**src/rtl/tmcd_pkg.sv**
```systemverilog
// ----------------------------------------------------------------------------
// tmcd_pkg
// Shared constants and types of the tile map cell decoder.
// ----------------------------------------------------------------------------
package tmcd_pkg;

  localparam int MAX_TILESETS    = 8;
  localparam int SLOT_BITS       = 3;
  localparam int CELL_INDEX_BITS = 16;
  localparam int DIV_BITS        = 16;
  localparam int DIVISOR_BITS    = 11;

  localparam logic [1:0] ST_LOADED  = 2'd0;
  localparam logic [1:0] ST_EMPTY   = 2'd1;
  localparam logic [1:0] ST_PLACED  = 2'd2;
  localparam logic [1:0] ST_NOMATCH = 2'd3;

  localparam logic [1:0] ROT_NONE = 2'd0;
  localparam logic [1:0] ROT_90   = 2'd1;
  localparam logic [1:0] ROT_270  = 2'd2;

  localparam logic       OP_LOAD   = 1'b0;
  localparam logic       OP_DECODE = 1'b1;

  localparam logic [1:0] REG_MAP_WIDTH     = 2'd0;
  localparam logic [1:0] REG_TILE_WIDTH    = 2'd1;
  localparam logic [1:0] REG_TILE_HEIGHT   = 2'd2;
  localparam logic [1:0] REG_TILESET_COUNT = 2'd3;

  // word carried through the divider stages
  typedef struct packed {
    logic [1:0]              status;
    logic [SLOT_BITS-1:0]    hit;
    logic                    flipped;
    logic [1:0]              rot;
    logic                    mx;
    logic                    my;
    logic [DIV_BITS-1:0]     tnum;   // tile id, becomes quotient
    logic [DIVISOR_BITS-1:0] trem;
    logic [DIVISOR_BITS-1:0] tcols;
    logic [DIV_BITS-1:0]     cnum;   // cell index, becomes quotient
    logic [DIVISOR_BITS-1:0] crem;
    logic [DIVISOR_BITS-1:0] mw;
  } div_word_t;

  typedef struct packed {
    logic [8:0] tile_width;
    logic [8:0] tile_height;
  } tile_size_t;

endpackage

```
**src/rtl/tmcd_search.sv**
```systemverilog
// ----------------------------------------------------------------------------
// tmcd_search
// Input register, tileset table and first-match search stage.
// ----------------------------------------------------------------------------
module tmcd_search (
  input  logic                            clk,
  input  logic                            rst,
  input  logic                            adv,
  input  logic                            in_valid,
  input  logic                            op,
  input  logic [2:0]                      slot,
  input  logic [27:0]                     first_id,
  input  logic [15:0]                     tile_count,
  input  logic [10:0]                     columns,
  input  logic [31:0]                     raw_cell,
  input  logic [15:0]                     cell_index,
  input  logic [10:0]                     map_width,
  input  logic [3:0]                      tileset_count,
  output logic                            out_valid,
  output tmcd_pkg::div_word_t             out_word
);
  import tmcd_pkg::*;

  logic [27:0] tab_first [MAX_TILESETS];
  logic [15:0] tab_size  [MAX_TILESETS];
  logic [10:0] tab_cols  [MAX_TILESETS];

  logic        s1_valid;
  logic        s1_op;
  logic [31:0] s1_raw;
  logic [15:0] s1_cell;

  logic [28:0] id;
  logic [28:0] diff [MAX_TILESETS];
  logic [MAX_TILESETS-1:0] match;
  logic        found;
  logic [SLOT_BITS-1:0] hit;
  logic [3:0]  limit;
  logic        h, v, d;
  div_word_t   w;

  always_ff @(posedge clk) begin
    if (in_valid && adv && op == OP_LOAD && int'(slot) < MAX_TILESETS) begin
      tab_first[slot] <= first_id;
      tab_size[slot]  <= tile_count;
      tab_cols[slot]  <= columns;
    end
  end

  always_ff @(posedge clk) begin
    if (rst) begin
      s1_valid <= 1'b0;
    end else if (adv) begin
      s1_valid <= in_valid;
    end
    if (adv) begin
      s1_op   <= op;
      s1_raw  <= raw_cell;
      s1_cell <= cell_index;
    end
  end

  always_comb begin
    id    = s1_raw[28:0];
    limit = (tileset_count < 4'(MAX_TILESETS)) ? tileset_count : 4'(MAX_TILESETS);
    for (int i = 0; i < MAX_TILESETS; i++) begin
      diff[i]  = id - {1'b0, tab_first[i]};
      match[i] = (4'(i) < limit) && (id >= {1'b0, tab_first[i]}) &&
                 (diff[i] < {13'd0, tab_size[i]});
    end
    found = |match;
    hit   = '0;
    for (int i = MAX_TILESETS - 1; i >= 0; i--) begin
      if (match[i]) hit = SLOT_BITS'(i);
    end
    h = s1_raw[31];
    v = s1_raw[30];
    d = s1_raw[29];

    w = '0;
    if (s1_op == OP_LOAD)     w.status = ST_LOADED;
    else if (id == '0)        w.status = ST_EMPTY;
    else if (!found)          w.status = ST_NOMATCH;
    else                      w.status = ST_PLACED;
    w.hit     = hit;
    w.flipped = h | v | d;
    // eight-way flip table
    case ({h, v, d})
      3'b100:  begin w.mx = 1'b1; end
      3'b010:  begin w.my = 1'b1; end
      3'b110:  begin w.mx = 1'b1; w.my = 1'b1; end
      3'b001:  begin w.rot = ROT_270; w.mx = 1'b1; end
      3'b101:  begin w.rot = ROT_90; end
      3'b011:  begin w.rot = ROT_270; end
      3'b111:  begin w.rot = ROT_270; w.my = 1'b1; end
      default: begin w.rot = ROT_NONE; end
    endcase
    w.tnum  = diff[hit][DIV_BITS-1:0];
    w.tcols = (tab_cols[hit] == '0) ? 11'd1 : tab_cols[hit];
    w.cnum  = s1_cell[CELL_INDEX_BITS-1:0];
    w.mw    = (map_width == '0) ? 11'd1 : map_width;
  end

  always_ff @(posedge clk) begin
    if (rst) begin
      out_valid <= 1'b0;
    end else if (adv) begin
      out_valid <= s1_valid;
    end
    if (adv) begin
      out_word <= w;
    end
  end

endmodule

```
**config.mk**
```make
export PLATFORM = sky130hd
export DESIGN_NAME = tmcd_search
export DESIGN_NICKNAME = d
export VERILOG_FILES = /design/src/rtl/tmcd_pkg.sv /design/src/rtl/tmcd_search.sv
export SDC_FILE = /design/constraint.sdc
export NUM_CORES = 1
export LEC_CHECK = 0
export BUFFER_PORTS_ARGS = -buffer_cell sky130_fd_sc_hd__buf_2
export CAP_MARGIN = 20
export CORE_UTILIZATION = 47
export CTS_CLUSTER_SIZE = 8
export DETAILED_ROUTE_END_ITERATION = 16
export HOLD_SLACK_MARGIN = 0.15
export SYNTH_ARGS = -nofsm -noshare
export SYNTH_HDL_FRONTEND = slang
export SYNTH_SLANG_ARGS = --single-unit
```
**constraint.sdc**
```tcl
create_clock -name clk -period 11.1 [get_ports clk]
set_input_delay 1.665 -clock clk [delete_from_list [all_inputs] [get_ports clk]]
set_output_delay 1.665 -clock clk [all_outputs]
set_load 0.02 [all_outputs]
```
; Word-level counts from Yosys, hierarchy flattened
; Memory sizes are Yosys's and may differ from the RTL's.
; Cells that the tools add are included.
[word_totals]
memories = 3
romBits = 0
ram_bits = 440
latch_bits = 0
wordCells = 110
ff_bits = 115
output_inout_bits = 87
in_bits = 126
[classes]
n_bitwise = 5
addsub = 8
n_shift = 0
div_mod_pow = 0
n_eq_ne = 7
multipliers = 0
reduce_logical = 26
n_lt_le_gt_ge = 26
muxes = 19
[mem_list]
columns = name, words, word_bits, rd, rd_ports_with_merged_regs, wr, line
row1 = tab_first, 8, 28, 8, 0, 1, tmcd_search.sv:24  ; logic [27:0] tab_first [MAX_TILESETS];
row2 = tab_size, 8, 16, 8, 0, 1, tmcd_search.sv:25  ; logic [15:0] tab_size [MAX_TILESETS];
row3 = tab_cols, 8, 11, 1, 0, 1, tmcd_search.sv:26  ; logic [10:0] tab_cols [MAX_TILESETS];
[op_table]
columns = operator, n
row1 = >= comparator 29 x 28 -> 1 bit, 8
row2 = < comparator 29 x 16 -> 1 bit, 8
row3 = subtractor 29 x 28 -> 29 bit, 8
row4 = binary-select mux 29 bit (select 3 bit), 1
row5 = 2-to-1 mux 16 bit, 2
row6 = zero test 29 bit, 1
row7 = 2-to-1 mux 3 bit, 8
row8 = zero test 11 bit, 2
row9 = logical AND 1 bit, 18
row10 = "< comparator 3 x 4 -> 1 bit, first input constant", 4
row11 = "equality test 3 bit, second input constant", 4
row12 = OR reduction 3 bit, 3
row13 = "< comparator 1 x 4 -> 1 bit, first input constant", 2
row14 = "< comparator 2 x 4 -> 1 bit, first input constant", 2
row15 = OR reduction 8 bit, 1
row16 = "equality test 3 x 2 -> 1 bit, second input constant", 2
row17 = 2-to-1 mux 1 bit, 6
row18 = ">= comparator 4 bit, second input constant", 1
row19 = "< comparator 4 bit, second input constant", 1
row20 = 2-to-1 mux 4 bit, 1
row21 = inverter 3 -> 4 bit, 1
row22 = case mux 2 bit (2 select lines), 1
row23 = "equality test 3 x 1 -> 1 bit, second input constant", 1
row24 = inverter 1 bit, 2
row25 = other kinds (2), 3

; Longest topological paths before layout
[logic_depth]
depth_word = 17
ltp_mapped = 32

; Worst setup path after synthesis
; Ideal clock, no wire load.
[synth_timing]
path_type = input to register
startpoint = input port slot[0]
endpoint = memory tab_cols[0][0] (enable)
arrival_ns = 5.848
t_required_ns = 10.564
path_slack_ns = 4.716
cell_stages = 2
setup_ns = 0.536
path_buffers = 0
path_cell_list = or3_1 > nor3_1
[synth_rtl]
columns = element, line
row1 = "start, declared", tmcd_search.sv:11  ; input logic [2:0] slot,
row2 = "end, declared", tmcd_search.sv:26
; Straight into the memory's write port.

; Worst setup path in the final report
[layout_timing]
startpoint = register s1_raw[1]
endpoint = register, netlist name out_word[38]
[layout_via]
elab_chain_len = 13
[layout_rtl]
columns = element, line
row1 = "start, declared", tmcd_search.sv:30  ; logic [31:0] s1_raw;
row2 = "start signal, assigned", tmcd_search.sv:58  ; s1_raw <= raw_cell;
row3 = subtractor 29 x 28 -> 29 bit or >= comparator 29 x 28 -> 1 bit (tied branches), "tmcd_search.sv:67, tmcd_search.sv:68"
row4 = < comparator 29 x 16 -> 1 bit or logical AND 1 bit (tied branches), "tmcd_search.sv:69, tmcd_search.sv:68"
row5 = logical AND 1 bit, tmcd_search.sv:68  ; match[i] = (4'(i) < limit) && (id >= {1'b0, tab_first[i]}) &&
row6 = 2-to-1 mux 3 bit (7 in a row), tmcd_search.sv:74  ; if (match[i]) hit = SLOT_BITS'(i);
row7 = 2-to-1 mux 3 bit *, tmcd_search.sv:74
row8 = memory read (8 x 11 bit) *, n/a
row9 = zero test 11 bit, tmcd_search.sv:99  ; w.tcols = (tab_cols[hit] == '0) ? 11'd1 : tab_cols[hit];
; Mark *: on every way between the ends. The rest lies on a longest branch, timed or not.
; A chain may end at the register's enable or synchronous reset.

==> results.ini <==
[logic_synthesis]
async_reset_ff_share_pct = 0
yosys-top-cells-area = edfxtp_1, ha_1, inv_1
synth_top_area_share_pct = 44.17
synth.most_common_cell = edfxtp_1
synth_edf_count = 553
ys_types = 102
synth_warnings = 0
yosys.area.top_type = edfxtp_1
synth_area_um2 = 37600
synth.avg_cell_area_um2 = 10.01
synth_commonest_cells = edfxtp_1, inv_1, ha_1
synthFlopType = edfxtp_1
seq_area_frac_synth_pct = 44.28
synth_seq_cells = 555
synthCells = 3754

[clocking]
tritoncts = done
cts-buffers-inserted = 80
clockRootBuffer = clkbuf_16
clock_latency_ns = 0.64
clk_pin_slew_ns = 0.05
cts_hold_buf = 0
clock_path_buffers = 3
cts_num_sinks = 555
htreeDepth = 3
cts_resized = 0
cts_setup_buffers = 0

[worst_setup_path]
crit_type = flop to flop
cp.arrival_ns = 8.88
worst_path_max_delay_cell = edfxtp_1
critPathLaunchType = flop
rrSetupSlack_ns = 2.69
cp.required_ns = 11.57
cp_max_fo = 16
timing.rr.end = out_word[38]$_SDFFCE_PN1P_
critical_path.cell_chain = inv_1, fa_1, nand2b_1, a21oi_1, o21ai_1, nand2_1, a31oi_1, xnor2_1, ha_1, a21o_1, a221oi_1, o2111ai_1, a2111oi_0, o2111a_1, o311ai_1, nor4_1, o21ai_1, a211oi_1, or2_4, mux2_1, o22ai_1, a211oi_1, or4_1, o21ai_1
rr_worst_depth = 24
cp_common_cell = o21ai_1
cpPeakStageDelay_ns = 0.95
end_kind = flop
r2r-start = s1_raw[1]$_DFFE_PP_

[power_and_ir_drop]
ir_drop_uv = 118.2
power_density_nw_per_um2 = 142.8
leakage_nw = 17.32
power.total_w = 0.005988

[routing]
route.vias.total = 31038
wl_per_cell_um = 25.89
drc = 0
ant_nets = 0
viasPerCell = 6.182
drt_iter0_markers = 2649
firstDrtPassIters = 5
wirelength_mm = 130.0

[floorplan]
dieArea_um2 = 81130
die_x_um = 284.8
die-height_um = 284.8
core-area_um2 = 79130
initial_core_util_pct = 47.51
ioPinCount = 213
num_rows = 103

[global_route]
grt_antenna_before_repair = 5
grt_overflow = 0
grt_max_degree = 56
grt_pass1_vias = 30008
grtUsageTotal_pct = 31.28
grt_pass1_wl_mm = 187.7

[hold_path]
hp-class = flop to flop
hold_path_end = out_word[23]$_DFFE_PP_
worstHoldPathCells = 0
min_from = s1_cell[1]$_DFFE_PP_

[timing]
rsz0062_at_grt = no
fmax_mhz = 118.9
layout_min_cycle_time_ns = 8.410
finalSetupViolCount = 0
skew_ns = 0.04329
fin_hold_ws_ns = 0.4084
worstMarginPinSlew_ns = 1.052
fin_setup_tns_ns = 0
post-route-period-util_pct = 75.76
slew_headroom_pct = 29.89
drv_slew = 0
hold_viol = 0

[layout]
nFillCells = 7243
fin_nets = 4423
syn2layout_area_growth_pct = 11.50
final_cell_area_um2 = 41920
final_cell_count_no_fill = 5021
drive_above_1_share_pct = 9.882

[placement]
dp.cells = 4913
place_area_um2 = 39680
place.gp.congestion = 0.9910
io_buffers = 190
dp_hpwl_mm = 99.69

[run]
maxCapViolations = 0

[outcome]
outcome = finished, final reports clean

[sequential cells by signal, summed over array words and instances, names as in the netlist]
signal and count:
s1_raw 32, tab_cols 88, out_valid 1, s1_valid 1, s1_cell 16, s1_op 1, out_word 64, tab_size 128
tab_first 224
[cell families after synthesis]
group                      after synthesis  synth area share [%]
muxes                                  106                 2.905
adders and majority gates              352                 11.87
buffers and inverters                  570                 6.010
xor gates and xnor gates               141                 3.285
other                                    1              0.009974
DFF                                    555                 44.28
and+or+nand+nor                       1001                 13.30
AOI/OAI and AO/OA                     1028                 18.34
[stage by stage]
| stage | util [%] | setup slack (ns) |
|---|---|---|
| 3_3_place_gp | 50.14 | 2.856 |
| 2_1_floorplan | - | 4.716 |
| 6_report | 52.98 | 2.690 |
| 4_1_cts | 52.96 | 2.777 |
| 5_1_grt | 52.96 | 2.146 |
| 3_5_place_dp | 50.14 | 2.812 |
[placed cells by master (no fill, tap or decap), types with 13 or more instances in the layout]
cell type and instances:
o2111ai_1 15, a21oi_1 282, nand4_1 65, o21bai_1 22, inv_1 427, o22ai_1 14
mux2i_1 81, clkbuf_16 84, buf_4 40, a21o_1 98, nand3_1 94, nand3b_1 14
nor3_1 60, edfxtp_1 553, o21ai_1 33, a211oi_1 63, xnor2_1 86, and3_1 35
o211ai_1 42, buf_2 189, conb_1 22, and2_1 32, nor2b_1 28, a211o_1 22
nand2_1 296, o21ai_0 153, o21a_1 48, a31oi_1 34, a2111oi_0 18, nand2b_1 40
nor4_1 30, mux2_2 23, a21boi_0 13, clkbuf_1 14, or3_1 24, nor2_1 195
ha_1 344, xor2_1 55
[power breakdown]
part           total (W)  switching (W)  internal (W)
Sequential       0.00241      0.0000352       0.00237
Combinational    0.00133       0.000870      0.000461
Clock            0.00225       0.000907       0.00135
Total            0.00599        0.00181       0.00418
[critical path: cells and delay by family, from the launching register on]
kind                     cells  cell delay (ns)
AO/OA/AOI/OAI               14             3.88
AND/OR/NAND/NOR              5             1.77
flip-flops                   1             0.95
adder cells (fa/ha/maj)      2             0.79
multiplexers                 1             0.35
XOR/XNOR                     1             0.26
buffers and inverters        1             0.23
[routing by layer]
| layer | up-vias | GRT usage (%) | share of wire, % |
|---|---|---|---|
| li1 | 14303 | - | - |
| met1 | 15208 | 40.74 | 42 |
| met2 | 1264 | 52.63 | 47 |
| met3 | 261 | 3.928 | 6.9 |
| met4 | 2 | 12.72 | 4.1 |
| met5 | - | 0 | 0.011 |
[how the worst max path moves through the flow]
stage / start / end
floorplan: slot[0] / tab_cols[0][0]$_DFFE_PP_
global placement: s1_raw[1]$_DFFE_PP_ / out_word[38]$_SDFFCE_PN1P_
detailed placement: s1_raw[1]$_DFFE_PP_ / out_word[38]$_SDFFCE_PN1P_
CTS: s1_raw[1]$_DFFE_PP_ / out_word[38]$_SDFFCE_PN1P_
global route: s1_raw[1]$_DFFE_PP_ / out_word[38]$_SDFFCE_PN1P_
finish: s1_raw[1]$_DFFE_PP_ / out_word[38]$_SDFFCE_PN1P_
[cell type report]
type / instances / area, µm² / area share [%]
timing repair buffer: 230 / 1257 / 3.000
inverter: 428 / 1607 / 3.832
tap: 1050 / 1314 / 3.134
clock inverter: 6 / 80.08 / 0.1910
multi-input combinational: 2650 / 18850 / 44.97
sequential: 555 / 16650 / 39.71
clock buffer: 98 / 2155 / 5.140
antenna: 4 / 10.01 / 0.02388
Note: power is estimated with default switching activity, not from simulation.
