==> config.mk <==
export PLATFORM = sky130hd
export DESIGN_NAME = tmcd_out
export DESIGN_NICKNAME = d
export VERILOG_FILES = /design/src/rtl/tmcd_pkg.sv /design/src/rtl/tmcd_out.sv
export SDC_FILE = /design/constraint.sdc
export NUM_CORES = 1
export LEC_CHECK = 0
export ABC_AREA = 1
export BUFFER_PORTS_ARGS = -buffer_cell sky130_fd_sc_hd__buf_2
export CELL_PAD_IN_SITES_DETAIL_PLACEMENT = 1
export CELL_PAD_IN_SITES_GLOBAL_PLACEMENT = 2
export CORE_MARGIN = 2
export CORE_UTILIZATION = 30
export DETAILED_ROUTE_END_ITERATION = 10
export HOLD_SLACK_MARGIN = 0.12
export PLACE_DENSITY_LB_ADDON = 0.12
export SETUP_SLACK_MARGIN = 0.05
export SLEW_MARGIN = 30
export SYNTH_ARGS = -nofsm -noshare
export SYNTH_HDL_FRONTEND = slang
export SYNTH_SLANG_ARGS = --single-unit
export TNS_END_PERCENT = 30
==> constraint.sdc <==
create_clock -name clk -period 15.2 [get_ports clk]
set_input_delay 4.56 -clock clk [delete_from_list [all_inputs] [get_ports clk]]
set_output_delay 4.56 -clock clk [all_outputs]
set_load 0.02 [all_outputs]
==> src/rtl/tmcd_pkg.sv <==
// ----------------------------------------------------------------------------
// tmcd_pkg
// Shared constants and types of the tile map cell decoder.
// ----------------------------------------------------------------------------
package tmcd_pkg;

  localparam int MAX_TILESETS    = 8;
  localparam int SLOT_BITS       = 3;
  localparam int CELL_INDEX_BITS = 16;
  localparam int DIV_BITS        = 16;
  localparam int DIVISOR_BITS    = 11;

  localparam logic [1:0] ST_LOADED  = 2'd0;
  localparam logic [1:0] ST_EMPTY   = 2'd1;
  localparam logic [1:0] ST_PLACED  = 2'd2;
  localparam logic [1:0] ST_NOMATCH = 2'd3;

  localparam logic [1:0] ROT_NONE = 2'd0;
  localparam logic [1:0] ROT_90   = 2'd1;
  localparam logic [1:0] ROT_270  = 2'd2;

  localparam logic       OP_LOAD   = 1'b0;
  localparam logic       OP_DECODE = 1'b1;

  localparam logic [1:0] REG_MAP_WIDTH     = 2'd0;
  localparam logic [1:0] REG_TILE_WIDTH    = 2'd1;
  localparam logic [1:0] REG_TILE_HEIGHT   = 2'd2;
  localparam logic [1:0] REG_TILESET_COUNT = 2'd3;

  // word carried through the divider stages
  typedef struct packed {
    logic [1:0]              status;
    logic [SLOT_BITS-1:0]    hit;
    logic                    flipped;
    logic [1:0]              rot;
    logic                    mx;
    logic                    my;
    logic [DIV_BITS-1:0]     tnum;   // tile id, becomes quotient
    logic [DIVISOR_BITS-1:0] trem;
    logic [DIVISOR_BITS-1:0] tcols;
    logic [DIV_BITS-1:0]     cnum;   // cell index, becomes quotient
    logic [DIVISOR_BITS-1:0] crem;
    logic [DIVISOR_BITS-1:0] mw;
  } div_word_t;

  typedef struct packed {
    logic [8:0] tile_width;
    logic [8:0] tile_height;
  } tile_size_t;

endpackage

==> src/rtl/tmcd_out.sv <==
// ----------------------------------------------------------------------------
// tmcd_out
// Scaling multiplies, half-tile offset and output register.
// ----------------------------------------------------------------------------
module tmcd_out (
  input  logic                 clk,
  input  logic                 rst,
  input  logic                 adv,
  input  logic                 in_valid,
  input  tmcd_pkg::div_word_t  in_word,
  input  tmcd_pkg::tile_size_t tsize,
  output logic                 out_valid,
  output logic [1:0]           status,
  output logic [2:0]           tileset_index,
  output logic [17:0]          src_x,
  output logic [23:0]          src_y,
  output logic [19:0]          dst_x_half,
  output logic [24:0]          dst_y_half,
  output logic [1:0]           rotation,
  output logic                 mirror_x,
  output logic                 mirror_y
);
  import tmcd_pkg::*;

  logic        m_valid;
  div_word_t   m_word;
  logic [17:0] m_sx;
  logic [23:0] m_sy;
  logic [19:0] m_dx;
  logic [24:0] m_dy;
  logic        placed;

  always_ff @(posedge clk) begin
    if (rst) begin
      m_valid <= 1'b0;
    end else if (adv) begin
      m_valid <= in_valid;
    end
    if (adv) begin
      m_word <= in_word;
      m_sx   <= 18'({9'd0, in_word.trem} * {11'd0, tsize.tile_width});
      m_sy   <= 24'({9'd0, in_word.tnum} * {16'd0, tsize.tile_height});
      m_dx   <= 20'({8'd0, in_word.crem, 1'b0} * {11'd0, tsize.tile_width});
      m_dy   <= 25'({8'd0, in_word.cnum, 1'b0} * {16'd0, tsize.tile_height});
    end
  end

  assign placed = (m_word.status == ST_PLACED);

  always_ff @(posedge clk) begin
    if (rst) begin
      out_valid <= 1'b0;
    end else if (adv) begin
      out_valid <= m_valid;
    end
    if (adv) begin
      status        <= m_word.status;
      tileset_index <= placed ? m_word.hit : '0;
      src_x         <= placed ? m_sx : '0;
      src_y         <= placed ? m_sy : '0;
      // flipped tiles are placed by their center
      dst_x_half    <= placed ? 20'(m_dx + (m_word.flipped ? {11'd0, tsize.tile_width} : 20'd0))
                              : '0;
      dst_y_half    <= placed ? 25'(m_dy + (m_word.flipped ? {16'd0, tsize.tile_height} : 25'd0))
                              : '0;
      rotation      <= placed ? m_word.rot : ROT_NONE;
      mirror_x      <= placed & m_word.mx;
      mirror_y      <= placed & m_word.my;
    end
  end

endmodule

# After elaboration in Yosys (flattened, before gate mapping)
# Cells that the tools add are included.
[classes]
addsub = 2
mul = 4
div_mod_pow = 0
order_cmp = 0
n_eq_ne = 1
n_shift = 0
mux = 2
bitwise = 2
n_reduce_logical = 0
[ops]
columns = ["cell", "count"]
rows = [
  ["$mul A16 B9 Y24", 2],
  ["$add A25 B9 Y25", 1],
  ["$add A20 B9 Y20", 1],
  ["$mul A11 B9 Y19", 1],
  ["$mul A11 B9 Y18", 1],
  ["$mux W9", 2],
  ["$and A1 B1 Y1", 2],
  ["$eq A2 B2 Y1 const B", 1],
]
[word_totals]
register_bits = 193
latchBits = 0
ram_bits = 0
romBits = 0
inputBits = 108
out_inout_bits = 97
word_cells = 32
memories = 0

# Logic depth before layout (Yosys ltp)
# Gate-level depths: netlist of run 1.
[depth]
ltp_word = 2
depth_mapped = 23

# Least setup slack after synthesis of run 1
# OpenSTA, ideal clock, no wires.
[synth_path]
path_type = "input -> register"
startpoint = "input tsize[0] in the netlist's numbering"
endpoint = "register m_sy[18], data pin"
setup_time_ns = 0.252
t_arrival_ns = 8.239
required_time_ns = 14.948
slack_ns = 6.708
stages = 18
path_cell_list = "clkbuf_1 -> clkbuf_1 -> nand2_1 -> fa_1 -> inv_1 -> fa_1 -> inv_1 -> fa_1 -> fa_1 -> inv_1 -> ha_1 -> nand2_1 -> nor2_1 -> nor2_1 -> o21ai_0 -> nand3_1 -> nand3_1 -> nand2_1"
[synth_via]
elab_chain_cells = 1
[synth_lines]
columns = ["element", "line", "text"]
rows = [
  ["from (decl)", "tmcd_out.sv:11", "input tmcd_pkg::tile_size_t tsize,"],
  ["$mul A16 B9 Y24", "tmcd_out.sv:42", "m_sy <= 24'({9'd0, in_word.tnum} * {16'd0, tsize.tile_height});"],
  ["to (signal assigned)", "tmcd_out.sv:42", ""],
  ["to (decl)", "tmcd_out.sv:28", "logic [23:0] m_sy;"],
]
# Every way passes these cells.
# A chain may end at the register's enable or synchronous reset.

# Worst setup path in the final report of run 1
[layout_path]
startpoint = "input tsize[1] in the netlist's numbering"
endpoint = "register m_sy[18], data pin"
# The elaborated chain is that of the path after synthesis.

==> results of run 1 <==
-- critical path: cells and delay by family --
family | cells | cell delay, ps
adder cells (fa/ha/maj) | 5 | 2410
buffers and inverters | 4 | 820
AND/OR/NAND/NOR | 7 | 770
AO/OA/AOI/OAI | 1 | 350
-- registers in the layout, indices dropped and copies added (netlist names) --
name and cells:
dst_y_half 25, m_dy 24, m_sy 24, src_y 24, dst_x_half 20, m_dx 19
m_sx 18, src_x 18, m_word 10, tileset_index 3, rotation 2, status 2
m_valid 1, mirror_x 1, mirror_y 1, out_valid 1
-- layer usage --
metal  part of all wire, %  up-vias  wire length, um
li1                      -     9203                -
met1                    46     9584            32000
met2                    49      224            34100
met3                   3.2       57             2250
met4                   1.2       12              816
met5                  0.10        -               71
-- final timing paths --
kind | from | end | slack [ps] | depth (start not counted)
setup / recovery | tsize[1] | m_sy[18]$_DFFE_PP_ | 6480 | 17
hold / removal | m_valid$_SDFFE_PP0P_ | out_valid$_SDFFE_PP0P_ | 460 | 2
hold reg to reg | m_valid$_SDFFE_PP0P_ | out_valid$_SDFFE_PP0P_ | 460 | 2
setup reg to reg | m_word[80]$_DFFE_PP_ | dst_x_half[7]$_SDFFCE_PP0P_ | 12100 | 12
-- cells by family (layout without fill, tap and decap cells) --
| family | after synthesis | after routing | share of synthesized area, % |
|---|---|---|---|
| buf+inv | 1000 | 1100 | 15.5 |
| simple gates | 1241 | 1241 | 20.3 |
| xor+xnor | 49 | 49 | 1.77 |
| compound gates | 131 | 131 | 2.88 |
| fa+ha+maj | 497 | 497 | 35.7 |
| other cells | 0 | 1 | 0 |
| flops | 193 | 193 | 23.8 |
-- stage by stage --
| stage | instances | total power, uW |
|---|---|---|
| global placement | 4239 | 3700 |
| floorplan | 3111 | 2870 |
| detailed placement | 4239 | 3720 |
| finish | 4272 | 4110 |
| global route | 4271 | 4630 |
| CTS | 4271 | 4230 |
-- cell usage in the layout (no fill, tap or decap), drive strengths merged --
| cell type | count |
|---|---|
| a21o | 3 |
| a21oi | 84 |
| a31oi | 1 |
| and2 | 4 |
| and3 | 2 |
| buf | 186 |
| bufinv | 1 |
| clkbuf | 18 |
| clkinv | 4 |
| clkinvlp | 2 |
| dfxtp | 2 |
| diode | 1 |
| edfxtp | 191 |
| fa | 324 |
| ha | 173 |
| inv | 889 |
| nand2 | 909 |
| nand2b | 1 |
| nand3 | 108 |
| nand3b | 8 |
| nand4 | 11 |
| nor2 | 180 |
| nor3 | 11 |
| nor4 | 4 |
| o21a | 5 |
| o21ai | 30 |
| o21bai | 8 |
| or2 | 3 |
| xnor2 | 10 |
| xor2 | 39 |
-- power breakdown --
part	total, uW	switching, uW	internal [uW]
clock network	466	232	234
registers	924	79.2	844
logic	2720	1770	950
total	4110	2080	2030
-- cell type report --
| class | instances | area share [%] |
|---|---|---|
| Multi-Input combinational cell | 1918 | 55.1 |
| Sequential cell | 193 | 21.7 |
| Inverter | 881 | 12.4 |
| Tap cell | 1060 | 4.97 |
| Timing Repair Buffer | 187 | 3.60 |
| Clock buffer | 17 | 1.59 |
| Clock inverter | 15 | 0.633 |
| Antenna cell | 1 | 0.00938 |
==> results.cfg, run 1 <==
[logic_synthesis]
netlist.area_leader.share_pct = 26.8
synthCells = 3111
yosysWarnings = 0
ys_seq_area_share_pct = 23.8
post-synth-top-count-cell = nand2_1
ys_types = 35
ys.flop_type = edfxtp_1
ys_ff_latch = 193
syn_area_mm2 = 0.0242
avgSynthCellArea_um2 = 7.79
async_flop_share_pct = 0
yosys.area.top_type = fa_1
syn-num-nets = 3716
synth.area.top_cells = fa_1 27%, edfxtp_1 24%, nand2_1 14%, inv_1 14%, ha_1 8.9%
netlist_top_cells_count = 908 x nand2_1, 879 x inv_1, 324 x fa_1, 191 x edfxtp_1, 178 x nor2_1
synth-edff-count = 191

[drt]
wl_per_cell_um = 16.2
wirelength_um = 69200
drc = 0
drt_first_pass_iters = 5
ant_nets = 0
dr_total_vias = 19080
drt_iter0_markers = 803
vias_per_cell = 4.47

[finish]
area_growth_syn_to_layout_pct = 10.1
fin_area_mm2 = 0.0267
final_util_pct = 33.2
multiInputGateArea_mm2 = 0.0147
seq_area_mm2 = 0.00578
fill_cells = 9756
layout-drive-gt1-share_pct = 7.07
num-nets-final = 3803

[status]
outcome = completed

[critical_path]
cp-start-kind = input pin
crit_path_top_delay_cell = buf_2
path_cells = buf_2 > nand2_1 > fa_1 > inv_1 > fa_1 > inv_1 > fa_1 > fa_1 > inv_1 > ha_1 > nand2_1 > nor2_1 > nor2_1 > o21ai_0 > nand3_1 > nand3_1 > nand2_1
critical-path-max-stage-delay_ps = 650
end_kind = register
arrival_ps = 8970
critPathMaxFanout = 33
worstSetupPathType = input pin to register
crit_required_ps = 15450
cp_common_cell = fa_1

[die]
initial_utilization_pct = 30.2
die_y_um = 288
die_x_um = 288
die_area_mm2 = 0.0831
pin_count = 205
row_count = 104
core-area_mm2 = 0.0803

[clock_tree]
clockBufferDepth = 2
cts-buffers-inserted = 17
cts_max_level = 4
insertion_delay_ps = 490
root_buffer = clkbuf_16
clkSinkCount = 193
cts-hold-fix-buffers = 0
cts_resized = 0
cts_setup_buffers = 0
clk_pin_slew_ps = 80
cts_tree = built

[power_and_ir_drop]
leakagePower_uw = 0.0155
ir_drop_mv = 0.0836
cellPowerDensity_mw_per_mm2 = 154

[placed_design]
dpl_cell_area_mm2 = 0.0261
hpwl_um = 55200
dp_worst_setup_slack_ps = 5930
io_buffers = 182
gp_congestion = 0.799

[timing]
setup_violations = 0
hold_viol = 0
fin_skew_ps = 13.9
holdWs_ps = 460
fmax_mhz = 115
post-route-period-util_pct = 57.4
maxSlewHeadroom_pct = 35.1
layout_min_cycle_time_ps = 8720
final.setup.tns_ps = 0
rsz0062_at_grt = no
tightest_slew_ps = 974
fin_ws_ps = 6480
drv_slew = 0

[global_route]
grt_pass1_wl_um = 113000
grtUsageTotal_pct = 17.5
grt_pass1_vias = 21002
grt.busiest_layer = met2
antenna_found_initial = 13
gr-usage-met1_pct = 23.1
grt_overflow = 0
use_met3_pct = 2.36
use_met2_pct = 30.4
grt_max_degree = 77

[min_path]
hold_path_class = register to register

[job]
drv_cap = 0
(Power assumes the default switching activity.)
==> inputs of run 2 (changes only) <==
==> constraint.sdc (replaced) <==
create_clock -name clk -period 7.97 [get_ports clk]
set_input_delay 2.391 -clock clk [delete_from_list [all_inputs] [get_ports clk]]
set_output_delay 2.391 -clock clk [all_outputs]
set_load 0.02 [all_outputs]
==> run 2 against run 1 <==
  * Non-clock buffer count rose by 4
  * Die area did not move
  * Final area rose by 0.18%
  * Total power grew 91%
  * Global-route usage decreased by 0.075 points
  * Final cell count rose by 0.14%
  * Combinational power rose by 90%
  * Critical path depth unchanged
  * Wire length up 0.17%
  * Clock skew rose by 1.1 ps
  * Critical endpoint unchanged
  * Setup slack lost 5000 ps
==> results.cfg, run 2 (synthesis results as in run 1) <==
[status]
outcome = completed

[finish]
layout.cells.most_common = nand2_1
num-nets-final = 3807
mostFrequentLayoutCells = 908 x nand2_1, 879 x inv_1, 324 x fa_1
area_growth_syn_to_layout_pct = 10.3
finalNonFillerCells = 4278
layout-drive-gt1-share_pct = 7.15
fill_cells = 9744
final_util_pct = 33.3
largest_register = dst_y_half
largest_reg_flops = 25

[critical_path]
reg2reg_depth = 12
critPathMaxFanout = 30
crit_path_top_delay_cell = buf_2
reg2reg_to = dst_x_half[7]$_SDFFCE_PP0P_
arrival_ps = 6760
rr_startpoint = m_word[80]$_DFFE_PP_
cp_top_family = adder cells
worstSetupPathType = input pin to register
r2r_setup_slack_ps = 4920
cp_common_cell = fa_1
cp-start-kind = input pin
critical-path-max-stage-delay_ps = 600
end_kind = register
critPathBufInv = 4
path_cells = buf_2 > nand2_1 > fa_1 > inv_1 > fa_1 > inv_1 > fa_1 > fa_1 > inv_1 > ha_1 > nand2_1 > nor2_1 > nor2_1 > o21ai_0 > nand3_1 > nand3_1 > nand2_1
crit_required_ps = 8210
cp.depth = 17

[clock_tree]
insertion_delay_ps = 490
cts_resized = 0
cts_max_level = 4
cts-hold-fix-buffers = 0
root_buffer = clkbuf_16
cts_setup_buffers = 0
cts-buffers-inserted = 17
clk_pin_slew_ps = 80
clkSinkCount = 193
clockBufferDepth = 2
cts_tree = built

[die]
core-area_mm2 = 0.0803
die_x_um = 288
initial_utilization_pct = 30.2
row_count = 104
die_area_mm2 = 0.0831
die_y_um = 288
pin_count = 205

[timing]
post-route-period-util_pct = 81.8
fmax_mhz = 153
drv_slew = 0
hold_viol = 0
final.setup.tns_ps = 0
rsz0062_at_grt = no
tightest_slew_ps = 953
layout_min_cycle_time_ps = 6520
maxSlewHeadroom_pct = 36.5
setup_violations = 0
fin_skew_ps = 15.0

[global_route]
antenna_found_initial = 13
grt_overflow = 0
grtUsageTotal_pct = 17.4
grt_pass1_wl_um = 112000
grt_max_degree = 131
grt_pass1_vias = 20758

[drt]
drt_iter0_markers = 707
ant_nets = 0
drc = 0
dr_total_vias = 18999
vias_per_cell = 4.44
drt_first_pass_iters = 5
wirelength_um = 69400
wl_per_cell_um = 16.2

[power_and_ir_drop]
leakagePower_uw = 0.0155
cellPowerDensity_mw_per_mm2 = 294
ir_drop_mv = 0.155

[min_path]
min_path_cells = 0
hold_path_class = register to register
whs_endpoint = status[1]$_DFFE_PP_
min_from = m_word[85]$_DFFE_PP_

[placed_design]
io_buffers = 182
gp_congestion = 0.787
place_inst = 4243
hpwl_um = 55400

[job]
drv_cap = 0
[run 2: cell count changes in the layout (fill, tap and decap cells not counted), sizes merged]
cell | before | now
inv | 889 | 887
buf | 186 | 190
bufinv | 1 | 2
diode | 1 | 3
clkbuf | 18 | 19
[run 2: cell type report]
class / count / area (um2) / share of cell area, %
Antenna cell: 3 / 7.51 / 0.0281
Clock buffer: 18 / 429 / 1.61
Clock inverter: 14 / 170 / 0.637
Inverter: 881 / 3310 / 12.4
Multi-Input combinational cell: 1918 / 14700 / 55.0
Sequential cell: 193 / 5780 / 21.6
Tap cell: 1060 / 1330 / 4.96
Timing Repair Buffer: 191 / 1000 / 3.74
[run 2: how the worst max path moves through the flow]
stage | start | end | slack, ps
floorplan | tsize[0] | m_sy[18]$_DFFE_PP_ | 1650
global placement | tsize[3] | m_sy[20]$_DFFE_PP_ | 920
detailed placement | tsize[1] | m_sy[21]$_DFFE_PP_ | 900
CTS | tsize[3] | m_sy[20]$_DFFE_PP_ | 1450
global route | tsize[3] | m_sy[20]$_DFFE_PP_ | 1180
finish | tsize[1] | m_sy[18]$_DFFE_PP_ | 1450
[run 2: per-stage QoR]
stage	area, um2	power [uW]	hold slack, ps	setup slack (ps)
after detailed placement	26100	7100	464	904
after global placement	26100	7060	438	921
after CTS	26700	8080	477	1450
after floorplan	24200	5480	426	1650
after global routing	26700	8820	491	1180
final	26700	7850	470	1450
[run 2: metal layers]
metal  vias to the layer above  wire (um)  track usage, %
met3                        43       2100            2.38
met5                         -         59               0
met1                      9527      32600            23.4
met4                        10        622            2.91
met2                       203      34000            30.2
li1                       9216          -               -
[run 2: where the power goes]
part           internal (uW)  leakage [uW]  switching [uW]  total [uW]
sequential              1610       0.00195             149        1760
clock                    473      0.000288             429         902
combinational           1810        0.0133            3380        5180
total                   3890        0.0155            3950        7850
[run 2: worst reg2reg max path: stages (launching register included)]
cell and delay, ps:
edfxtp_1 910, nand2_1 140, inv_1 80, ha_1 230, inv_1 80, fa_1 370
inv_1 140, nand2_1 90, nand2_1 100, nand2_1 80, o21ai_0 310, a21oi_1 110
o21a_1 160
