File: src/rtl/tmcd_pkg.sv
// ----------------------------------------------------------------------------
// tmcd_pkg
// Shared constants and types of the tile map cell decoder.
// ----------------------------------------------------------------------------
package tmcd_pkg;

  localparam int MAX_TILESETS    = 8;
  localparam int SLOT_BITS       = 3;
  localparam int CELL_INDEX_BITS = 16;
  localparam int DIV_BITS        = 16;
  localparam int DIVISOR_BITS    = 11;

  localparam logic [1:0] ST_LOADED  = 2'd0;
  localparam logic [1:0] ST_EMPTY   = 2'd1;
  localparam logic [1:0] ST_PLACED  = 2'd2;
  localparam logic [1:0] ST_NOMATCH = 2'd3;

  localparam logic [1:0] ROT_NONE = 2'd0;
  localparam logic [1:0] ROT_90   = 2'd1;
  localparam logic [1:0] ROT_270  = 2'd2;

  localparam logic       OP_LOAD   = 1'b0;
  localparam logic       OP_DECODE = 1'b1;

  localparam logic [1:0] REG_MAP_WIDTH     = 2'd0;
  localparam logic [1:0] REG_TILE_WIDTH    = 2'd1;
  localparam logic [1:0] REG_TILE_HEIGHT   = 2'd2;
  localparam logic [1:0] REG_TILESET_COUNT = 2'd3;

  // word carried through the divider stages
  typedef struct packed {
    logic [1:0]              status;
    logic [SLOT_BITS-1:0]    hit;
    logic                    flipped;
    logic [1:0]              rot;
    logic                    mx;
    logic                    my;
    logic [DIV_BITS-1:0]     tnum;   // tile id, becomes quotient
    logic [DIVISOR_BITS-1:0] trem;
    logic [DIVISOR_BITS-1:0] tcols;
    logic [DIV_BITS-1:0]     cnum;   // cell index, becomes quotient
    logic [DIVISOR_BITS-1:0] crem;
    logic [DIVISOR_BITS-1:0] mw;
  } div_word_t;

  typedef struct packed {
    logic [8:0] tile_width;
    logic [8:0] tile_height;
  } tile_size_t;

endpackage

File: src/rtl/tmcd_div_stage.sv
// ----------------------------------------------------------------------------
// tmcd_div_stage
// One restoring division step for tile id and cell index, registered.
// ----------------------------------------------------------------------------
module tmcd_div_stage (
  input  logic                clk,
  input  logic                rst,
  input  logic                adv,
  input  logic                in_valid,
  input  tmcd_pkg::div_word_t in_word,
  output logic                out_valid,
  output tmcd_pkg::div_word_t out_word
);
  import tmcd_pkg::*;

  logic [DIVISOR_BITS:0] trial_t, trial_c;
  logic                  qt, qc;
  div_word_t             w;

  always_comb begin
    w       = in_word;
    trial_t = {in_word.trem, in_word.tnum[DIV_BITS-1]};
    trial_c = {in_word.crem, in_word.cnum[DIV_BITS-1]};
    qt      = trial_t >= {1'b0, in_word.tcols};
    qc      = trial_c >= {1'b0, in_word.mw};
    w.trem  = qt ? DIVISOR_BITS'(trial_t - {1'b0, in_word.tcols})
                 : trial_t[DIVISOR_BITS-1:0];
    w.crem  = qc ? DIVISOR_BITS'(trial_c - {1'b0, in_word.mw})
                 : trial_c[DIVISOR_BITS-1:0];
    w.tnum  = {in_word.tnum[DIV_BITS-2:0], qt};
    w.cnum  = {in_word.cnum[DIV_BITS-2:0], qc};
  end

  always_ff @(posedge clk) begin
    if (rst) begin
      out_valid <= 1'b0;
    end else if (adv) begin
      out_valid <= in_valid;
    end
    if (adv) begin
      out_word <= w;
    end
  end

endmodule

File: config.mk
export PLATFORM = sky130hd
export DESIGN_NAME = tmcd_div_stage
export DESIGN_NICKNAME = d
export VERILOG_FILES = /design/src/rtl/tmcd_pkg.sv /design/src/rtl/tmcd_div_stage.sv
export SDC_FILE = /design/constraint.sdc
export NUM_CORES = 1
export LEC_CHECK = 0
export BUFFER_PORTS_ARGS = -buffer_cell sky130_fd_sc_hd__buf_2
export CORE_ASPECT_RATIO = 1.1
export CORE_MARGIN = 10
export CORE_UTILIZATION = 45
export CTS_BUF_LIST = sky130_fd_sc_hd__clkbuf_8
export CTS_CLUSTER_SIZE = 8
export DETAILED_ROUTE_END_ITERATION = 10
export PLACE_DENSITY_LB_ADDON = 0.1
export SLEW_MARGIN = 15
export SYNTH_ARGS = -nofsm -noshare
export SYNTH_HDL_FRONTEND = slang
export SYNTH_SLANG_ARGS = --single-unit
File: constraint.sdc
create_clock -name clk -period 5.9 [get_ports clk]
set_clock_uncertainty 0.2 [all_clocks]
set_input_delay 0.59 -clock clk [delete_from_list [all_inputs] [get_ports clk]]
set_output_delay 0.59 -clock clk [all_outputs]
set_load 0.1 [all_outputs]
### Word level (Yosys, flattened, before mapping)

Cells that the tools add are included.

| word-level totals | value |
|---|---|
| ROM bits | 0 |
| word-level logic and storage cells | 19 |
| flip-flop bits (word level) | 87 |
| bits in latches | 0 |
| bits in writable memories | 0 |
| input port bits | 90 |
| output and inout bits | 87 |
| memories | 0 |

| cells by class | value |
|---|---|
| $add $sub $neg | 2 |
| multiply operators | 0 |
| order comparisons | 2 |
| bitwise logic cells | 0 |
| equal/unequal tests | 0 |
| divide/modulo/power cells | 0 |
| reductions and logical operators | 0 |
| shift-type cells | 0 |
| muxes and demuxes | 2 |

Operators with widths:

| kind | number |
|---|---|
| 12-bit by 11-bit >= comparator with 1-bit output | 2 |
| 11-bit 2-to-1 mux | 2 |
| 11-bit subtractor | 2 |

### Longest topological paths before layout

Gate-level depths: netlist of the first run.

| logic depth | value |
|---|---|
| depth in word-level cells | 2 |
| gate-level depth with buffers | 9 |
| mapped depth without buffers | 9 |

### Worst setup path after synthesis of the first run

No wires, ideal clock.

| timing | value |
|---|---|
| path type | in2reg |
| start | input in_word[37] (netlist name) |
| end | register out_word[14] (netlist name) (data pin) |
| setup slack | 2.988 ns |
| arrival | 2.452 ns |
| library setup time | 0.260 ns |
| buffers on the path | 1 |
| required time | 5.440 ns |
| stages | 9 |
| cell sequence | inv_1 ha_1 fa_1 nand2b_1 a21oi_1 a41oi_1 o31ai_2 buf_6 mux2_2 |

RTL lines:

| item | RTL line | text |
|---|---|---|
| start: declaration | tmcd_div_stage.sv:10 | `input tmcd_pkg::div_word_t in_word,` |
| end signal: assignment | tmcd_div_stage.sv:41 | `out_word <= w;` |
| end: declaration | tmcd_div_stage.sv:12 | `output tmcd_pkg::div_word_t out_word` |

==> results of run 1 <==
==> cell usage after synthesis (2+ instances only) <==
| cell | n |
|---|---|
| mux2_4 | 5 |
| nor3_1 | 6 |
| a41oi_1 | 3 |
| nand4_1 | 3 |
| nor2b_1 | 4 |
| o21a_1 | 5 |
| nand3b_1 | 2 |
| nand2_1 | 8 |
| ha_1 | 22 |
| buf_6 | 2 |
| o21ai_0 | 15 |
| mux2_2 | 6 |
| or3_1 | 2 |
| a211oi_1 | 5 |
| nand3_1 | 9 |
| a31oi_1 | 3 |
| o211ai_1 | 4 |
| a21oi_1 | 19 |
| a211o_1 | 3 |
| edfxtp_1 | 86 |
| o311ai_0 | 2 |
| and3_1 | 2 |
| o31ai_1 | 3 |
| xor2_1 | 2 |
| nor2_1 | 23 |
| xnor2_1 | 4 |
| fa_1 | 2 |
| a21o_1 | 5 |
| mux2i_1 | 4 |
| inv_1 | 34 |
| nand2b_1 | 3 |
==> state kept, by name, summed over array words and instances, names as in the netlist <==
signal and flops:
out_word 86, out_valid 1
==> cells by family (layout without fill, tap and decap cells) <==
kind of cell | after synthesis | in the layout | synth area share
flops | 87 | 87 | 0.626
compound gates | 75 | 75 | 0.120
simple gates | 67 | 67 | 0.0830
buf+inv | 38 | 228 | 0.0388
fa+ha+maj | 24 | 24 | 0.0758
mux | 15 | 15 | 0.0439
xor+xnor | 6 | 6 | 0.0126
==> how the worst max path moves through the flow <==
stage                      startpoint  cells after the start  slack [ns]      endpoint
after global routing       in_word[0]                      9        2.56  out_word[15]
after global placement     in_word[0]                      9        2.43  out_word[15]
after detailed placement   in_word[0]                      9        2.30  out_word[16]
after CTS                  in_word[0]                      9        2.68  out_word[15]
final                      in_word[0]                      9        2.66  out_word[15]
after floorplan           in_word[37]                      9        2.99  out_word[14]
==> cell type report <==
| type | count | area share |
|---|---|---|
| Timing Repair Buffer | 177 | 0.166 |
| Multi-Input combinational cell | 187 | 0.260 |
| Sequential cell | 87 | 0.486 |
| Clock inverter | 7 | 0.0131 |
| Clock buffer | 9 | 0.0231 |
| Tap cell | 114 | 0.0266 |
| Inverter | 35 | 0.0250 |
==> report_power, final <==
group,switching (W),total (W),internal [W]
Combinational,0.000572,0.000709,0.000137
Clock,0.000222,0.000419,0.000197
Sequential,0.0000136,0.000764,0.000751
==> routing by layer <==
layer	wire (µm)	global-route usage	vias to the layer above	part of all wire
li1	-	-	1551	-
met1	4840	0.191	1448	0.44
met2	5110	0.250	144	0.46
met3	1060	0.0643	9	0.095
met4	111	0.0514	0	0.010
met5	0	0	-	0
==> per-stage QoR <==
| step | worst slack, ns | std cells | hold WS (ns) |
|---|---|---|---|
| 6_report | 2.66 | 616 | 0.193 |
| 3_3_place_gp | 2.43 | 600 | 0.274 |
| 2_1_floorplan | 2.99 | 312 | 0.462 |
| 5_1_grt | 2.56 | 616 | 0.180 |
| 3_5_place_dp | 2.30 | 600 | 0.349 |
| 4_1_cts | 2.68 | 616 | 0.175 |
==> critical path, delay by kind of cell <==
| kind | cells | cell delay [ns] |
|---|---|---|
| compound gates | 3 | 0.99 |
| fa+ha+maj | 2 | 0.62 |
| buf+inv | 2 | 0.40 |
| mux | 1 | 0.33 |
| simple gates | 1 | 0.19 |
==> run metrics, run 1 <==
clock tree root driver cell clkbuf_8; reg2reg start out_valid; cell taking the most area after synthesis edfxtp_1; Die Width 112 µm; fraction of layout cells with a size suffix above 1 0.418; gp weighted congestion between 0.8 and 0.9; grt total ovfl 0; Syn Nets approximately 430; CTS H-Tree Depth 3; hold_buf cts 0; prevailing post-synth register cell edfxtp_1; CTS tree built; Setup Fix Bufs, Post-CTS 0; I/O pin cnt 177; Resized cells post-CTS 0; DRC Markers 0; TritonCTS Buffers 9; post-layout util 0.598; crit-path cells buf_2 -> ha_1 -> fa_1 -> nand2b_1 -> a21oi_1 -> a41oi_1 -> o31ai_2 -> buf_4 -> mux2_2; Final nets ~600; LEAKAGE between 2 and 2.5 nW; first-pass GRT wire length 16.9 mm; r2r setup slk 5.08 ns; CP Data Required Time just under 6 ns; Seq/Total Area, Yosys 0.626; Startpoint Class input port; Seq. cell area ~0.0026 mm²; area share of the largest cell type after synthesis 0.621; final slew viol count 0; initial antenna violation count 0; measured slew at the worst slew-check pin between 1 and 1.5 ns; top post-synthesis cells by area edfxtp_1 62%, ha_1 6.6%, inv_1 3.1%, a21oi_1 2.3%, nor2_1 2.1%; max-cap violation count 0; DR iter-0 viols 182; part of the cycle the worst path needs 0.548; Power Total between 0.0015 and 0.002 W; Clock Sinks 87; Initial Util 0.464; Cell Rows 36; critical path's slowest cell o31ai_2; clk slew on worst S/H paths around 0.090 ns; Syn Area/Cell 13.3 µm²; final WL ~11 mm; Synth async-reset ratio 0; peak per-stage delay on the critical path 0.68 ns; setup TNS 0 ns; Gate Count Post-Synth 312; unique cell type count in the Yosys netlist between 40 and 50; Antenna Violating Nets Remaining 0; Die Y-Extent around 120 µm; Worst setup EP type register; Post-DP Area 0.00516 mm²; Power Density approximately 350 mW/mm²; Area Growth Syn to Fin 28.9%; worst hold path type input port to register; wire per inst 18.0 µm; Reg2Reg Depth 2; Diodes inserted 0; Post-Syn Area 0.00416 mm²; Crit Path Max Fanout 7; DP HPWL 8.69 mm; CTS Buffer Depth 2; FMAX just over 0.3 GHz; die area 0.0135 mm²; Worst Hold Depth 2; Hold EP out_valid; insertion delay of the later-clocked pin in the worst-skew pair 0.35 ns; peak supply drop between 0.00015 and 0.0002 V; Synth warnings 0; largest net degree at the start of global routing 88; filler cell count about 750; Global Route Usage Sum 0.158; first drt pass iteration count 4; fin area between 0.005 and 0.006 mm²; Final Hold Fails 0; critical path class input port to register; status finished, final reports clean; drt via density around 5; Via Count ~3200; FF-to-FF End out_valid; number of synthesized flops with an enable pin 86; CP Data Arrival Time 3.14 ns; flops & latches, synth 87; minimum clock period between 3 and 4 ns; core area 0.00896 mm²; most frequent cells in the layout 175 x buf_2, 86 x edfxtp_1, 34 x inv_1; Slew Limit Headroom 0.255; multi-input logic area about 0.0014 mm²; commonest non-fill, non-tap cell in the layout buf_2; Final setup viols 0; IO buf count ~180; vias in the first global route ~3200; worst hold start rst; RSZ-0062 raised after global routing no
No activity file was read; power rests on OpenSTA's default activity.
==> inputs of run 2 (changes only) <==
- clock period: 5.9 -> 2.7 ns (I/O delays scaled with it)
==> run 2 against run 1 <==
Against the previous run:
- routed wire length is 8.3% higher
- clock power grew 140%
- critical path depth rose by 1
- cell count is 13% higher
- flip-flop and latch count stayed put
- sequential power grew 120%
- die area did not move
- count of clock-buffer cells in the layout did not move
- total power increased by 130%
- final area rose by 16%
- highest routed layer unchanged
==> run metrics, run 2 (synthesized netlist as in run 1, its figures left out) <==
commonest non-fill, non-tap cell in the layout buf_2; Final nets 693 (+13%); top routing layer in use met4; worst hold path type input port to register; Place WS -0.0743 ns (-2.37 ns); Cell Rows 36 (unchanged); met2 routed WL 5.65 mm (+11%); clk slew on worst S/H paths 0.09 ns (about the same); die area 0.0135 mm² (unchanged); critical path's slowest cell dlygate4sd3_1; Global Route Usage Sum 0.177 (+0.0192); Clock Sinks 87 (unchanged); CTS H-Tree Depth 3 (unchanged); RSZ-0062 raised after global routing no; Area Growth Syn to Fin 49.1%; Seq pwr share 0.385 (-0.019); CP Data Required Time 2.60 ns (-3.20 ns); Crit Path Max Fanout 8 (+1); minimum clock period 2.64 ns; wire per inst 17.2 µm (-4.5%); first drt pass iteration count 4 (unchanged); DP HPWL 8.99 mm (+3.3%); IO buf count 176 (unchanged); Final setup viols 0 (unchanged); fraction of layout cells with a size suffix above 1 0.397 (-0.0211); critical path class input port to register; initial antenna violation count 0 (unchanged); DRT met1 WL 5.12 mm (+5.7%); combinational power share 0.386 (+0.011); WHS 0.0443 ns (-0.149 ns); max reg flops 86 (unchanged); gp weighted congestion 0.840 (-1.0%); measured slew at the worst slew-check pin 0.525 ns (-0.593 ns); Antenna Violating Nets Remaining 0 (unchanged); CTS tree built; I/O pin cnt 177 (unchanged); fin area 0.00620 mm² (+16%); Initial Util 0.464 (unchanged); P_sw 0.00178 W (+120%); Biggest register out_word; max-cap violation count 0 (unchanged); vias in the first global route 3578 (+12%); Final WS setup 0.0636 ns (-2.60 ns); CTS Buffer Depth 2 (unchanged); grt total ovfl 0 (unchanged); LEAKAGE 2.78 nW (+15%); Diodes inserted 0 (unchanged); final slew viol count 0 (unchanged); part of the cycle the worst path needs 0.976; peak supply drop 0.000346 V (+130%); Sw Share 0.410 (-0.0170); Final Hold Fails 0 (unchanged); insertion delay of the later-clocked pin in the worst-skew pair 0.34 ns (about the same); top flop regs out_word (86), out_valid (1); status finished, final reports clean; drt via density 5.02 (-1.9%); largest net degree at the start of global routing 41 (-53%); Startpoint Class input port; routed length on met3 1.15 mm (+8.7%); Slew Limit Headroom 0.653 (+0.398); Power Density 698 mW/mm² (+98%); final WL 12.0 mm (+8.3%); Die Y-Extent 121 µm (unchanged); CP Data Arrival Time 2.54 ns (-0.60 ns); DR iter-0 viols 263 (+45%); clock tree root driver cell clkbuf_8; TritonCTS Buffers 9 (unchanged); Worst setup EP type register; Cell Int Power 0.00256 W (+140%); core area 0.00896 mm² (unchanged); Clock Power Share 0.229 (+0.008); most frequent cells in the layout 175 x buf_2, 86 x edfxtp_1, 64 x dlygate4sd3_1; crit-path cells dlygate4sd3_1 -> buf_2 -> inv_1 -> ha_1 -> a21o_1 -> a211o_1 -> a41o_4 -> nor2_8 -> inv_4 -> mux2_4; Via Count 3502 (+11%); Post-DP Area 0.00530 mm² (+2.6%); Power Total 0.00433 W (+130%); first-pass GRT wire length 19.3 mm (+14%); Die Width 112 µm (unchanged); DRC Markers 0 (unchanged); FMAX about 0.38 GHz; filler cell count 640 (-15%); peak per-stage delay on the critical path 0.52 ns (-0.16 ns)
run 2: cell count changes in the layout (fill, tap and decap cells not counted), sizes merged:
| cell | before | now |
|---|---|---|
| dlygate4sd3 | 0 | 64 |
| buf | 177 | 195 |
| bufinv | 1 | 2 |
| clkinvlp | 1 | 0 |
run 2: through the flow:
stage | util | TNS, ns | std cells
6_report | 0.692 | 0 | 698
5_1_grt | 0.692 | 0 | 698
4_1_cts | 0.687 | 0 | 696
3_5_place_dp | 0.591 | -0.454 | 616
3_3_place_gp | 0.591 | -0.0343 | 616
2_1_floorplan | - | 0 | 312
run 2: per-layer routing:
layer | GRT usage | up-vias
li1 | - | 1722
met5 | 0 | -
met1 | 0.223 | 1612
met3 | 0.0608 | 10
met2 | 0.280 | 158
met4 | 0.0563 | 0
run 2: worst paths after layout:
check	end	depth (start not counted)	start	slack, ns
max	out_word[59]	10	in_word[47]	0.06
min	out_word[59]	2	in_word[58]	0.04
min reg2reg	out_valid	3	out_valid	0.87
max reg2reg	out_valid	3	out_valid	1.35
run 2: repair_timing:
action | 4_1_cts | 5_1_grt
hold buffers | 64 | 0
setup endpoints to repair | 0 | 12
hold endpoints to repair | 63 | 0
setup buffers | 0 | 2
gates resized for setup | 0 | 9
run 2: layout make-up:
cell class / instances / area [µm²] / area share
Sequential cell: 87 / 2600 / 0.420
Inverter: 35 / 134 / 0.0216
Timing Repair Buffer: 259 / 1680 / 0.271
Tap cell: 114 / 143 / 0.0230
Clock inverter: 7 / 95.1 / 0.0153
Multi-Input combinational cell: 187 / 1420 / 0.229
Clock buffer: 9 / 124 / 0.0200
run 2: worst max-delay path, delay by kind of cell:
| family | cells | cell delay (ns) |
|---|---|---|
| fa+ha+maj | 1 | 0.30 |
| compound gates | 3 | 0.80 |
| simple gates | 1 | 0.14 |
| mux | 1 | 0.30 |
| buf+inv | 4 | 0.74 |
run 2: power groups by stage:
stage | clock network, W | registers [W] | logic, W
2_1_floorplan | 0 | 0.00265 | 0.000312
3_3_place_gp | 0 | 0.00169 | 0.00157
3_5_place_dp | 0 | 0.00170 | 0.00158
4_1_cts | 0.00103 | 0.00167 | 0.00166
5_1_grt | 0.00109 | 0.00168 | 0.00175
6_report | 0.000991 | 0.00167 | 0.00167
==> inputs of run 3 (changes only) <==
- PLACE_DENSITY: default -> 0.76
- PLACE_DENSITY_LB_ADDON: 0.1 -> default
- clock period: 2.7 -> 2.8 ns (I/O delays scaled with it)
==> run 3 against run 2 <==
Against the previous run:
- utilization fell by 1.2 points
- combinational power fell by 5%
- critical endpoint is now out_word[52]
- sequential power fell by 4%
- first-iteration DRC count fell by 16%
- largest cell class unchanged
- final area fell by 1.7%
- sequential share of layout area rose by 0.72 points
==> run metrics, run 3 (synthesized netlist as in run 1, its figures left out) <==
commonest non-fill, non-tap cell in the layout buf_2; Crit Path Max Fanout 8 (unchanged); Worst setup EP type register; Die Width 112 µm (unchanged); multi-input logic area 0.00141 mm² (-1.1%); worst hold path type input port to register; first drt pass iteration count 4 (unchanged); CTS tree built; CP Data Required Time 2.71 ns (+0.11 ns); max-cap violation count 0 (unchanged); grt total ovfl 0 (unchanged); routed length on met3 1.01 mm (-12%); wire per inst 17.7 µm (+2.7%); Biggest register out_word; WHS 0.0380 ns (-0.00631 ns); vias in the first global route 3646 (+1.9%); Power Density 674 mW/mm² (-3.5%); largest net degree at the start of global routing 34 (-17%); max reg flops 86 (unchanged); DP HPWL 8.99 mm (about the same); Initial Util 0.464 (unchanged); core area 0.00896 mm² (unchanged); I/O pin cnt 177 (unchanged); Final nets 683 (-1.4%); final WL 12.2 mm (+1.5%); Cell Rows 36 (unchanged); clk slew on worst S/H paths 0.09 ns (about the same); FMAX 0.371 GHz; final slew viol count 0 (unchanged); filler cell count 651 (+1.7%); RSZ-0062 raised after global routing no; Via Count 3503 (+0.029%); met2 routed WL 6.45 mm (+14%); r2r setup slk 1.45 ns (+0.10 ns); Die Y-Extent 121 µm (unchanged); insertion delay of the later-clocked pin in the worst-skew pair 0.35 ns (about the same); Slew Limit Headroom 0.644 (-0.00889); setup TNS 0 ns (unchanged); initial antenna violation count 2 (+2); critical path class input port to register; DRC Markers 0 (unchanged); Seq. cell area 0.00260 mm² (unchanged); gp weighted congestion 0.876 (+4.3%); Startpoint Class input port; most frequent cells in the layout 175 x buf_2, 86 x edfxtp_1, 64 x dlygate4sd3_1; top routing layer in use met4; first-pass GRT wire length 19.0 mm (-1.6%); CTS Buffer Depth 2 (unchanged); die area 0.0135 mm² (unchanged); IO buf count 176 (unchanged); clock tree root driver cell clkbuf_8; minimum clock period 2.69 ns; Area Growth Syn to Fin 46.5%; CTS H-Tree Depth 3 (unchanged); Antenna Violating Nets Remaining 0 (unchanged); status finished, final reports clean; DR iter-0 viols 222 (-16%); drt via density 5.08 (+1.2%); Final Hold Fails 0 (unchanged); Global Route Usage Sum 0.176 (-0.00116); LEAKAGE 2.73 nW (-1.7%); TritonCTS Buffers 9 (unchanged); DRT met1 WL 4.55 mm (-11%); top flop regs out_word (86), out_valid (1); Final setup viols 0 (unchanged); Worst Hold Depth 2 (unchanged); Setup Fix Bufs, Post-CTS 0 (unchanged); fraction of layout cells with a size suffix above 1 0.385 (-0.0122); part of the cycle the worst path needs 0.962; measured slew at the worst slew-check pin 0.538 ns (+0.0134 ns); Reg2Reg Depth 3 (unchanged); Clock Sinks 87 (unchanged); peak supply drop 0.000420 V (+22%); CP Data Arrival Time 2.61 ns (+0.07 ns)
==> run 3: cell count changes in the layout (fill, tap and decap cells not counted), moves of 2 or more <==
cell	before	now
buf_4	19	9
a21oi_1	18	16
a21oi_2	1	3
clkbuf_8	9	11
diode_2	0	2
ha_1	20	22
ha_2	2	0
==> run 3: path summary, 6_finish.rpt <==
check,startpoint,end
worst min register to register,out_valid,out_valid
worst max register to register,out_valid,out_valid
worst min-delay path,in_word[18],out_word[19]
worst max-delay path,in_word[38],out_word[52]
==> run 3: worst max-delay path: stages <==
cell	delay, ns
dlygate4sd3_1	0.53
buf_2	0.13
ha_1	0.23
fa_1	0.40
nand2b_1	0.19
a21oi_2	0.15
o21a_2	0.21
nor2_8	0.07
inv_4	0.11
mux2_4	0.31
==> run 3: cell type report <==
cell class                 instances  area share
sequential                        87       0.427
timing repair buffer             249       0.262
multi-input combinational        187       0.231
clock buffer                      11      0.0248
tap                              114      0.0234
inverter                          35      0.0220
clock inverter                     5     0.00924
antenna                            2    0.000821
==> run 3: power by group <==
group / total [W] / internal (W) / switching, W
registers: 0.00161 / 0.00158 / 0.0000318
clock network: 0.000902 / 0.000461 / 0.000440
logic: 0.00159 / 0.000361 / 0.00123
total: 0.00411 / 0.00240 / 0.00170
==> run 3: timing repair <==
action,CTS,global route
hold buffers,64,0
resized for setup,0,8
setup endpoints to repair,0,12
hold endpoints to repair,63,0
==> run 3: metrics by stage <==
step / total power (W) / setup WS, ns / cells / util / instance area (µm²)
3_5_place_dp: 0.00315 / 0.0119 / 608 / 0.583 / 5230
6_report: 0.00411 / 0.105 / 690 / 0.680 / 6090
4_1_cts: 0.00412 / 0.0267 / 688 / 0.678 / 6070
2_1_floorplan: 0.00285 / 0.198 / 312 / - / 4160
5_1_grt: 0.00427 / 0.0116 / 690 / 0.680 / 6090
3_3_place_gp: 0.00313 / 0.0561 / 608 / 0.583 / 5230
==> run 3: metal layers <==
layer / vias to the layer above / GRT usage
li1: 1702 / -
met1: 1643 / 0.188
met2: 140 / 0.315
met3: 18 / 0.0584
met4: 0 / 0.0667
met5: - / 0
